--- src/rtl/core/kcl_pkg.sv ---
// ----------------------------------------------------------------------------
// Keypad code lock package
// Shared widths, key codes, event and mode encodings and the queue item type.
// ----------------------------------------------------------------------------
package kcl_pkg;

  localparam int unsigned KeyW   = 8;
  localparam int unsigned EventW = 4;
  localparam int unsigned DigW   = 3;
  localparam int unsigned ModeW  = 2;
  localparam int unsigned LimitW = 4;

  localparam logic [KeyW-1:0]   KEY_STAR        = 8'h2A;
  localparam logic [KeyW-1:0]   KEY_HASH        = 8'h23;
  localparam logic [LimitW-1:0] WRONG_LIMIT_RST = 4'd3;

  typedef logic [KeyW-1:0]   key_t;
  typedef logic [LimitW-1:0] limit_t;
  typedef logic [DigW-1:0]   digits_t;

  typedef enum logic [EventW-1:0] {
    EV_IGNORED  = 4'd0,
    EV_DIGIT    = 4'd1,
    EV_SET      = 4'd2,
    EV_MISMATCH = 4'd3,
    EV_OPEN     = 4'd4,
    EV_WRONG    = 4'd5,
    EV_ALARM    = 4'd6,
    EV_RESET    = 4'd7,
    EV_PROMPT   = 4'd8
  } event_e;

  typedef enum logic [ModeW-1:0] {
    MODE_SETUP1 = 2'd0,
    MODE_SETUP2 = 2'd1,
    MODE_IDLE   = 2'd2,
    MODE_ENTER  = 2'd3
  } mode_e;

  // Classified key as it travels from the front to the back
  typedef struct packed {
    logic is_star;
    logic is_hash;
    key_t key;
  } key_item_t;

endpackage

--- src/rtl/core/kcl_if.sv ---
// ----------------------------------------------------------------------------
// Keypad code lock channel interfaces
// Valid/ready channels for key beats, result beats and the limit register.
// ----------------------------------------------------------------------------
interface kcl_key_if;
  logic          valid;
  logic          ready;
  kcl_pkg::key_t key_code;

  modport source (output valid, output key_code, input ready);
  modport sink   (input valid, input key_code, output ready);
endinterface

interface kcl_res_if;
  logic             valid;
  logic             ready;
  kcl_pkg::event_e  event_res;
  kcl_pkg::digits_t digits_entered;
  kcl_pkg::mode_e   lock_mode;

  modport source (output valid, output event_res, output digits_entered,
                  output lock_mode, input ready);
  modport sink   (input valid, input event_res, input digits_entered,
                  input lock_mode, output ready);
endinterface

interface kcl_cfg_if;
  logic            valid;
  logic            ready;
  kcl_pkg::limit_t wrong_limit;

  modport source (output valid, output wrong_limit, input ready);
  modport sink   (input valid, input wrong_limit, output ready);
endinterface

--- src/rtl/core/kcl_front.sv ---
// ----------------------------------------------------------------------------
// Keypad code lock front end
// Accepts key beats, classifies them and holds them in a two-entry queue.
// ----------------------------------------------------------------------------
module kcl_front (
  input  logic               clk_i,
  input  logic               rst_ni,
  kcl_key_if.sink            key_i,
  output logic               item_valid_o,
  output kcl_pkg::key_item_t item_o,
  input  logic               item_pop_i
);
  import kcl_pkg::*;

  key_item_t  mem_q [2];
  logic       wr_ptr_q, wr_ptr_d;
  logic       rd_ptr_q, rd_ptr_d;
  logic [1:0] count_q, count_d;
  logic       push, pop;
  key_item_t  item_in;

  // Classify the incoming key
  always_comb begin
    item_in.key     = key_i.key_code;
    item_in.is_star = (key_i.key_code == KEY_STAR);
    item_in.is_hash = (key_i.key_code == KEY_HASH);
  end

  assign key_i.ready  = (count_q != 2'd2);
  assign push         = key_i.valid && key_i.ready;
  assign pop          = item_pop_i && (count_q != 2'd0);
  assign item_valid_o = (count_q != 2'd0);
  assign item_o       = mem_q[rd_ptr_q];

  // Advance pointers and fill count
  always_comb begin
    wr_ptr_d = push ? ~wr_ptr_q : wr_ptr_q;
    rd_ptr_d = pop ? ~rd_ptr_q : rd_ptr_q;
    count_d  = count_q + {1'b0, push} - {1'b0, pop};
  end

  always_ff @(posedge clk_i or negedge rst_ni) begin
    if (!rst_ni) begin
      wr_ptr_q <= 1'b0;
      rd_ptr_q <= 1'b0;
      count_q  <= 2'd0;
    end else begin
      wr_ptr_q <= wr_ptr_d;
      rd_ptr_q <= rd_ptr_d;
      count_q  <= count_d;
    end
  end

  // Store the classified beat
  always_ff @(posedge clk_i) begin
    if (push) begin
      mem_q[wr_ptr_q] <= item_in;
    end
  end

endmodule

--- src/rtl/core/kcl_back.sv ---
// ----------------------------------------------------------------------------
// Keypad code lock back end
// Runs the lock state machine on queued keys and drives the result register.
// ----------------------------------------------------------------------------
module kcl_back #(
  parameter int unsigned CODE_LEN = 4
) (
  input  logic               clk_i,
  input  logic               rst_ni,
  input  logic               item_valid_i,
  input  kcl_pkg::key_item_t item_i,
  output logic               item_pop_o,
  kcl_cfg_if.sink            cfg_i,
  kcl_res_if.source          res_o
);
  import kcl_pkg::*;

  localparam int unsigned CntW = $clog2(CODE_LEN + 1);
  localparam int unsigned IdxW = (CODE_LEN > 1) ? $clog2(CODE_LEN) : 1;
  localparam int unsigned ExtW = CntW + DigW;

  mode_e                        mode_q, mode_d;
  logic [CntW-1:0]              cnt_q, cnt_d, cnt_inc;
  logic [LimitW-1:0]            wrong_q, wrong_d, wrong_inc;
  limit_t                       limit_q;
  logic [CODE_LEN-1:0][KeyW-1:0] entry_q, entry_nx;
  logic [CODE_LEN-1:0][KeyW-1:0] first_q;
  logic [CODE_LEN-1:0][KeyW-1:0] stored_q;
  logic [IdxW-1:0]              wr_idx;
  logic                         take, done;
  logic                         first_we, entry_we, store_we;
  event_e                       ev;
  logic [ExtW-1:0]              cnt_ext;

  logic    out_valid_q;
  event_e  out_ev_q;
  digits_t out_dig_q;
  mode_e   out_mode_q;

  // Take a key when the result register is free or being drained
  assign take       = item_valid_i && (!out_valid_q || res_o.ready);
  assign item_pop_o = take;
  assign cfg_i.ready = 1'b1;

  assign wr_idx  = cnt_q[IdxW-1:0];
  assign cnt_inc = cnt_q + CntW'(1);
  assign done    = (cnt_inc == CntW'(CODE_LEN));

  // Entry buffer with the current key placed
  always_comb begin
    entry_nx         = entry_q;
    entry_nx[wr_idx] = item_i.key;
  end

  assign wrong_inc = wrong_q + LimitW'(1);

  // Next state and event
  always_comb begin
    mode_d   = mode_q;
    cnt_d    = cnt_q;
    wrong_d  = wrong_q;
    ev       = EV_IGNORED;
    first_we = 1'b0;
    entry_we = 1'b0;
    store_we = 1'b0;
    unique case (mode_q)
      MODE_SETUP1: begin
        first_we = 1'b1;
        if (done) begin
          mode_d = MODE_SETUP2;
          cnt_d  = '0;
          ev     = EV_PROMPT;
        end else begin
          cnt_d = cnt_inc;
          ev    = EV_DIGIT;
        end
      end
      MODE_SETUP2: begin
        entry_we = 1'b1;
        if (done) begin
          cnt_d = '0;
          if (entry_nx == first_q) begin
            store_we = 1'b1;
            mode_d   = MODE_IDLE;
            ev       = EV_SET;
          end else begin
            mode_d = MODE_SETUP1;
            ev     = EV_MISMATCH;
          end
        end else begin
          cnt_d = cnt_inc;
          ev    = EV_DIGIT;
        end
      end
      MODE_IDLE: begin
        priority if (item_i.is_star) begin
          mode_d = MODE_SETUP1;
          cnt_d  = '0;
          ev     = EV_RESET;
        end else if (item_i.is_hash) begin
          mode_d = MODE_ENTER;
          cnt_d  = '0;
          ev     = EV_PROMPT;
        end else begin
          ev = EV_IGNORED;
        end
      end
      MODE_ENTER: begin
        entry_we = 1'b1;
        if (done) begin
          cnt_d  = '0;
          mode_d = MODE_IDLE;
          if (entry_nx == stored_q) begin
            ev = EV_OPEN;
          end else if (wrong_inc >= limit_q) begin
            wrong_d = '0;
            ev      = EV_ALARM;
          end else begin
            wrong_d = wrong_inc;
            ev      = EV_WRONG;
          end
        end else begin
          cnt_d = cnt_inc;
          ev    = EV_DIGIT;
        end
      end
      default: begin
        mode_d = mode_q;
      end
    endcase
  end

  assign cnt_ext = ExtW'(cnt_d);

  // Hold control state and the limit register
  always_ff @(posedge clk_i or negedge rst_ni) begin
    if (!rst_ni) begin
      mode_q      <= MODE_SETUP1;
      cnt_q       <= '0;
      wrong_q     <= '0;
      limit_q     <= WRONG_LIMIT_RST;
      out_valid_q <= 1'b0;
    end else begin
      if (cfg_i.valid) begin
        limit_q <= cfg_i.wrong_limit;
      end
      if (take) begin
        mode_q      <= mode_d;
        cnt_q       <= cnt_d;
        wrong_q     <= wrong_d;
        out_valid_q <= 1'b1;
      end else if (res_o.ready) begin
        out_valid_q <= 1'b0;
      end
    end
  end

  // Code buffers and result payload
  always_ff @(posedge clk_i) begin
    if (take) begin
      if (first_we) begin
        first_q[wr_idx] <= item_i.key;
      end
      if (entry_we) begin
        entry_q <= entry_nx;
      end
      if (store_we) begin
        stored_q <= entry_nx;
      end
      out_ev_q   <= ev;
      out_dig_q  <= cnt_ext[DigW-1:0];
      out_mode_q <= mode_d;
    end
  end

  assign res_o.valid          = out_valid_q;
  assign res_o.event_res      = out_ev_q;
  assign res_o.digits_entered = out_dig_q;
  assign res_o.lock_mode      = out_mode_q;

endmodule

--- src/rtl/core/keypad_code_lock.sv ---
// Path: a key beat is written into the front-end queue and, once the back
// end takes it, into the result register; one result beat per key.
// Throughput: one key per cycle while the result side takes every beat; a
// two-entry queue between front and back absorbs short result stalls.
// Reset: rst_ni clears mode, digit count, wrong count and queue at once;
// the wrong limit returns to 3 and stored codes are undefined until set.
// ----------------------------------------------------------------------------
// Keypad code lock top level
// Key classification front end, queue, and lock state machine back end.
// ----------------------------------------------------------------------------
module keypad_code_lock #(
  parameter int unsigned CODE_LEN = 4
) (
  input  logic       clk_i,
  input  logic       rst_ni,
  kcl_key_if.sink    key_i,
  kcl_cfg_if.sink    cfg_i,
  kcl_res_if.source  res_o
);
  import kcl_pkg::*;

  logic      item_valid;
  logic      item_pop;
  key_item_t item;

  kcl_front u_front (
    .clk_i        (clk_i),
    .rst_ni       (rst_ni),
    .key_i        (key_i),
    .item_valid_o (item_valid),
    .item_o       (item),
    .item_pop_i   (item_pop)
  );

  kcl_back #(
    .CODE_LEN (CODE_LEN)
  ) u_back (
    .clk_i        (clk_i),
    .rst_ni       (rst_ni),
    .item_valid_i (item_valid),
    .item_i       (item),
    .item_pop_o   (item_pop),
    .cfg_i        (cfg_i),
    .res_o        (res_o)
  );

endmodule

--- src/flat_wrapper.sv ---
// flat-port wrapper written by rule: the top's interface ports become plain ports
module keypad_code_lock_flat import kcl_pkg::*;
#(
  parameter int unsigned CODE_LEN = 4
)
  (clk_i, rst_ni, key_i_valid, key_i_key_code, key_i_ready, cfg_i_valid, cfg_i_wrong_limit, cfg_i_ready, res_o_valid, res_o_event_res, res_o_digits_entered, res_o_lock_mode, res_o_ready);
  kcl_key_if key_i_i ();
  kcl_cfg_if cfg_i_i ();
  kcl_res_if res_o_i ();
  input  logic clk_i;
  input  logic rst_ni;
  input wire logic [$bits(key_i_i.valid)-1:0] key_i_valid;
  input wire logic [$bits(key_i_i.key_code)-1:0] key_i_key_code;
  output wire logic [$bits(key_i_i.ready)-1:0] key_i_ready;
  input wire logic [$bits(cfg_i_i.valid)-1:0] cfg_i_valid;
  input wire logic [$bits(cfg_i_i.wrong_limit)-1:0] cfg_i_wrong_limit;
  output wire logic [$bits(cfg_i_i.ready)-1:0] cfg_i_ready;
  output wire logic [$bits(res_o_i.valid)-1:0] res_o_valid;
  output wire logic [$bits(res_o_i.event_res)-1:0] res_o_event_res;
  output wire logic [$bits(res_o_i.digits_entered)-1:0] res_o_digits_entered;
  output wire logic [$bits(res_o_i.lock_mode)-1:0] res_o_lock_mode;
  input wire logic [$bits(res_o_i.ready)-1:0] res_o_ready;
  assign key_i_i.valid = key_i_valid;
  assign key_i_i.key_code = key_i_key_code;
  assign key_i_ready = key_i_i.ready;
  assign cfg_i_i.valid = cfg_i_valid;
  assign cfg_i_i.wrong_limit = cfg_i_wrong_limit;
  assign cfg_i_ready = cfg_i_i.ready;
  assign res_o_valid = res_o_i.valid;
  assign res_o_event_res = res_o_i.event_res;
  assign res_o_digits_entered = res_o_i.digits_entered;
  assign res_o_lock_mode = res_o_i.lock_mode;
  assign res_o_i.ready = res_o_ready;
  keypad_code_lock #(.CODE_LEN(CODE_LEN)) u_core (.clk_i(clk_i), .rst_ni(rst_ni), .key_i(key_i_i), .cfg_i(cfg_i_i), .res_o(res_o_i));
endmodule
--- config.mk ---
export PLATFORM = sky130hd
export DESIGN_NAME = keypad_code_lock_flat
export DESIGN_NICKNAME = d
export VERILOG_FILES = /design/src/rtl/core/kcl_pkg.sv /design/src/rtl/core/kcl_if.sv /design/src/rtl/core/kcl_front.sv /design/src/rtl/core/kcl_back.sv /design/src/rtl/core/keypad_code_lock.sv /design/src/flat_wrapper.sv
export SDC_FILE = /design/constraint.sdc
export NUM_CORES = 1
export LEC_CHECK = 0
export BUFFER_PORTS_ARGS = -buffer_cell sky130_fd_sc_hd__buf_2
export CAP_MARGIN = 20
export CORE_AREA = 5 5 109 111
export DETAILED_ROUTE_END_ITERATION = 6
export DIE_AREA = 0 0 114 116
export PLACE_DENSITY = 0.77
export SETUP_SLACK_MARGIN = 0.3
export SYNTH_ARGS = -nofsm -noshare
export SYNTH_HDL_FRONTEND = slang
export SYNTH_HIERARCHICAL = 1
export SYNTH_SLANG_ARGS = --single-unit
--- constraint.sdc ---
create_clock -name clk_i -period 14.85 [get_ports clk_i]
set_input_delay 2.2275 -clock clk_i [delete_from_list [all_inputs] [get_ports clk_i]]
set_output_delay 2.2275 -clock clk_i [all_outputs]
set_load 0.03 [all_outputs]
# == After elaboration in Yosys (flattened, before gate mapping) ==
# Memory sizes are Yosys's and may differ from the RTL's.
# Cells that the tools add are included.
# word_totals
ramBits,20
word_cells,92
regBits,123
out_inout_bits,12
in_bits,17
mem_count,1
# classes
eq_ne,9
reduce_logical,15
addsub,4
n_bitwise,3
order_cmp,3
n_mux,34
# memory_table
memory,words,word_bits,rd,rd_ports_with_merged_regs,write_ports,line,source
u_core.u_front.mem_q,2,10,1,0,1,kcl_front.sv:15,key_item_t mem_q [2];
# ops
cell,n
bitwise mux 32 bit,2
equality test 32 bit,2
two-way mux 4 bit,6
demux 8 bit (select 2 bit),1
"equality test 8 x 6 -> 1 bit, second input constant",2
two-way mux 2 bit,8
one-hot mux 4 bit (4 select lines),1
two-way mux 1 bit,10
two-way mux 3 bit,3
two-way mux 8 bit,1
one-hot mux 2 bit (4 select lines),1
one-hot mux 3 bit (2 select lines),1
AND reduction 2 bit,3
"adder 4 x 1 -> 4 bit, second input constant",1
"equality test 2 bit, second input constant",2
>= comparator 4 bit,1
logical AND 1 bit,4
AND reduction 4 bit,1
nonzero test 2 bit,2
"adder 3 x 1 -> 3 bit, second input constant",1
"equality test 3 bit, second input constant",1
"less-than comparator 2 x 3 -> 1 bit, second input constant",1
inverter 1 bit,3
OR reduction 3 bit,1
other kinds (9),9

# == Depth between registers and ports, before layout ==
# logic_depth
ltp_word,10
depth_mapped,11
depth_no_buf,9

# == By module ==
# Netlist, hierarchy kept.
# by_module_without_submodules
mod,seq_area_each_um2,n_inst,area_per_inst_um2,cells_per_inst
kcl_back,3505.9,1,5365.1,370
kcl_front,700.7,1,983.4,57

# == Worst setup path before layout ==
# No wires, ideal clock.
# synth_timing
path_type,input -> register
start,input res_o_ready
end,"register u_core/u_back/stored_q[0] in the netlist's numbering, enable pin"
setup_time_ns,0.468
required_ns,14.382
arrival_ns,4.883
path_stages,3
path_buffers,0
path_slack_ns,9.499
path_cell_list,nand2b_1 > nand2_1 > nor3b_1
# synth_via
elab_chain_cells,3
# synth_lines
element,line,source
from (decl),flat_wrapper.sv:22,input wire logic [$bits(res_o_i.ready)-1:0] res_o_ready;
logical OR 1 bit,kcl_back.sv:41,assign take = item_valid_i && (!out_valid_q || res_o.ready);
logical AND 1 bit,kcl_back.sv:41,
AND reduction 2 bit (no source line),n/a,
to (signal assigned),kcl_back.sv:168,stored_q <= entry_nx;
to (decl),kcl_back.sv:28,logic [CODE_LEN-1:0][KeyW-1:0] stored_q;
# Every way passes these cells.
# A chain may end at the register's enable or synchronous reset.

# == Worst setup path after layout ==
# layout_timing
start,register u_core.u_back.cnt_q[1]
end,"register u_core/u_back/stored_q[11] in the netlist's numbering, enable pin"
# layout_via
elab_chain_cells,10
word_cells_on_any_way,13
classes_between,1 x add/sub; 2 x order compare; 2 x eq/ne; 6 x mux; 2 x reduce/logical
# layout_lines
element,line,source
from (decl),kcl_back.sv:23,"logic [CntW-1:0] cnt_q, cnt_d, cnt_inc;"
from (signal assigned),kcl_back.sv:149,cnt_q <= cnt_d;
less-than comparator 2 x 3 -> 1 bit (implied by the code) or >= comparator 2 x 1 -> 1 bit (tied branches),kcl_back.sv:52,entry_nx[wr_idx] = item_i.key;
logical AND 1 bit (implied by the code),kcl_back.sv:52,
two-way mux 8 bit (implied by the code),kcl_back.sv:52,
demux 8 bit (select 2 bit),kcl_back.sv:52,
bitwise mux 32 bit,kcl_back.sv:52,
equality test 32 bit,kcl_back.sv:82,if (entry_nx == first_q) begin
two-way mux 1 bit,kcl_back.sv:82,
two-way mux 1 bit (*),kcl_back.sv:80,if (done) begin
two-way mux 1 bit (*),kcl_back.sv:66,unique case (mode_q)
AND reduction 2 bit (no source line) (*),n/a,
# Every way passes the cells marked *; elsewhere a longest branch is shown, timed or not.

==> key figures <==
Clocking
  – Post-CTS Setup Bufs: 0
  – Clk sink count: 143
  – CTS tree: yes
  – Clock Path Buffers: 2
  – Worst skew pair latency: 0.52 ns
  – Root Driver: clkbuf_8
  – Cts hold-fix bufs: 0
  – H-tree depth: 4
  – Cts repair resizes: 0
  – CTS buffer count: 17
  – Clock slew seen by the registers of the worst setup and hold paths: 0.06 ns

Worst setup path
  – Buf+Inv Stages, Crit Path: 2
  – Startpoint Class: register
  – Largest fanout on the critical path: 32
  – CP cell instances: inv_1 -> ha_1 -> mux2i_1 -> xnor2_1 -> nor4_1 -> nand4_1 -> nor3_2 -> nor3b_2 -> buf_4
  – Slowest stage delay, CP: 0.63 ns
  – Critical Path Sink Type: register
  – Worst Path Class, Setup: reg2reg
  – Worst Path Arrival: 3.98 ns
  – CP delay by family, top: simple AND/OR/NAND/NOR gates
  – Critical path required time: 15.01 ns
  – Worst path slowest cell: ha_1

Logic synthesis
  – Xor/xnor cell area share of the yosys netlist: 8.12%
  – Average cell area after synthesis: 14.9 µm²
  – Synthesized cell area: 6350 µm²
  – Largest family of logic cells by synthesized area: multiplexers
  – Synth Area in Simple Gates: 6.68%
  – Post-synthesis adder-cell area fraction: 2.76%
  – Post-synth cell types: 52
  – Most common cell in the netlist: edfxtp_1
  – #FFs+latches synth: 143
  – Leading register cell type out of synthesis: edfxtp_1
  – Compound-Gate Fraction of Synth Area: 3.94%
  – Ys Warns: 6
  – Largest cells by area after synthesis: edfxtp_1, xnor2_1, dfrtp_1
  – Leading area contributor after synthesis: edfxtp_1
  – Seq/Total Area, Yosys: 66.3%
  – EDFF count, synth: 125
  – Mux contribution to synthesized area: 8.49%
  – Synth top area share: 59.1%
  – Post-synth top cells: edfxtp_1, xnor2_1, inv_1
  – Syn Nets: 458
  – Post-synthesis cell count: 427
  – Synth async-reset ratio: 12.6%

Drt
  – Initial drt markers: 284
  – Vias: 3515
  – WL final: 12300 µm
  – Wirelength per Cell: 19.9 µm
  – Pre-antenna DRT Iters: 6
  – Vias per Instance: 5.67
  – DRC: 0
  – Antenna-violating nets left: 0

Cells and area
  – Final Net Count: 498
  – P&R area growth vs syn: 15.5%
  – # fillers: 704
  – Ant diodes: 0
  – Fraction of layout instances using a drive strength above 1: 19.6%
  – Post-route cell area: 7340 µm²

Pwr
  – Peak supply drop: 126 µV
  – Lkg Pwr: 0.00275 µW
  – P per Cell Area: 227 nW/µm²

Timing
  – Least-Margin Pin Slew: 0.809 ns
  – RSZ-0062 raised after global routing: false
  – Final TNS setup: 0 ns
  – Fin. Hold Viols: 0
  – Final min period: 3.81 ns
  – Max Transition Viols Final: 0
  – Peak Freq: 262 MHz
  – Tcrit/Tclk final: 25.7%
  – Rel. slew slack: 45.8%
  – Clk_skew: 0.00563 ns
  – Final setup fails: 0

Floorplan
  – Die ar.: 13200 µm²
  – Num ports: 29
  – Initial core utilization: 59.3%
  – Core Area: 10700 µm²
  – Core Rows: 38
  – Chip width: 114 µm
  – Die Y: 116 µm

Global route
  – Pin count of the biggest net entering global routing: 33
  – Initial antenna violation count: 0
  – Vias in the first global route: 3576
  – Tot GR Track Use: 20.0%
  – First-pass GRT wire length: 19400 µm
  – Remaining global-route overflow: 0

Worst hold path
  – Class of the most critical hold timing path: reg2reg

Place
  – Port buffer count: 27
  – Post-DP HPWL: 7930 µm
  – GP Congestion: 0.879
  – Placed cell areas: 6610 µm²

Run status
  – Outcome: finished clean

Flow run
  – Max-Cap Viols: 0
## sequential cells by signal, indices dropped and copies added (netlist names)
register / cells
u_core/u_front/mem_q: 20
u_core/u_back/wrong_q: 4
u_core/u_back/mode_q: 2
u_core/u_back/entry_q: 32
u_core/u_front/rd_ptr_q: 1
u_core/u_back/res_o.digits_entered: 3
u_core/u_back/stored_q: 32
u_core/u_back/res_o.valid: 1
u_core/u_back/res_o.event_res: 4
u_core/u_back/res_o.lock_mode: 2
u_core/u_front/wr_ptr_q: 1
u_core/u_front/count_q: 2
u_core/u_back/limit_q: 4
u_core/u_back/cnt_q: 3
u_core/u_back/first_q: 32
## metal layers
metal | global-route usage (%) | routed length, µm | part of all wire [%]
met1 | 25.9 | 5300 | 43
met2 | 32.4 | 6060 | 49
met3 | 5.80 | 735 | 6.0
met4 | 7.60 | 255 | 2.1
met5 | 0 | 0 | 0
## per-stage QoR
step                power (µW)  hold slack, ns  setup WS [ns]  std cells  util (%)
floorplan                 1010           0.460           9.50        427         -
global placement          1120           0.479          10.70        588      61.8
detailed placement        1140           0.484          10.57        588      61.8
CTS                       1670           0.496          11.03        620      68.6
global route              1740           0.517          10.85        620      68.6
finish                    1660           0.496          11.04        620      68.6
## cell type report
type | count | area [µm²] | share of cell area [%]
inverter | 43 | 161 | 2.20
multi-input combinational | 233 | 1920 | 26.1
clock buffer | 17 | 414 | 5.65
timing repair buffer | 29 | 150 | 2.05
sequential | 143 | 4210 | 57.3
clock inverter | 15 | 313 | 4.26
tap | 140 | 175 | 2.39
## placed cells by master, fill, tap and decap left out, types with 4 or more instances in the layout
| master | count |
|---|---|
| nand2_1 | 17 |
| dfrtp_1 | 16 |
| a21o_1 | 5 |
| a22o_1 | 4 |
| mux2i_2 | 5 |
| edfxtp_1 | 125 |
| clkbuf_16 | 16 |
| o21ai_0 | 12 |
| nand2b_1 | 4 |
| bufinv_16 | 9 |
| nand4_1 | 5 |
| inv_1 | 42 |
| nor4_1 | 14 |
| nor2_1 | 9 |
| xnor2_1 | 54 |
| mux2i_1 | 29 |
| ha_1 | 14 |
| buf_2 | 27 |
| mux2_2 | 12 |
## path summary, 6_finish.rpt
| kind | cells past startpoint | start | slack [ns] | to |
|---|---|---|---|---|
| min in group asynchronous | 1 | rst_ni | 1.64 | u_core/u_back/mode_q[1]$_DFFE_PN0P_ |
| setup / recovery | 9 | u_core/u_back/cnt_q[1]$_DFFE_PN0P_ | 11.04 | u_core/u_back/stored_q[11]$_DFFE_PP_ |
| hold / removal | 2 | u_core/u_back/limit_q[1]$_DFFE_PN1P_ | 0.50 | u_core/u_back/limit_q[1]$_DFFE_PN1P_ |
| hold reg to reg | 2 | u_core/u_back/limit_q[1]$_DFFE_PN1P_ | 0.50 | u_core/u_back/limit_q[1]$_DFFE_PN1P_ |
| setup reg to reg | 9 | u_core/u_back/cnt_q[1]$_DFFE_PN0P_ | 11.04 | u_core/u_back/stored_q[11]$_DFFE_PP_ |
| max in group asynchronous | 1 | rst_ni | 12.87 | u_core/u_back/limit_q[1]$_DFFE_PN1P_ |
## tightest hold or removal path, delay by kind of cell (launching register included)
kind | cells | cell delay, ns
AOI/OAI and AO/OA | 1 | 0.07
buffers and inverters | 1 | 0.06
DFF | 1 | 0.36
## cell families after synthesis
kind of cell | Yosys count
buffers and inverters | 51
AOI/OAI and AO/OA | 36
and+or+nand+nor | 75
muxes | 49
other | 1
DFF | 143
xor gates and xnor gates | 58
adders and majority gates | 14
## power breakdown
| part | switching, µW | internal [µW] | total [µW] | leakage, µW |
|---|---|---|---|---|
| Sequential | 43.2 | 588 | 631 | 0.00137 |
| Clock | 160 | 358 | 517 | 0.000350 |
| Combinational | 332 | 185 | 516 | 0.00103 |
| Total | 534 | 1130 | 1660 | 0.00275 |
Note: power is estimated with default switching activity, not from simulation.
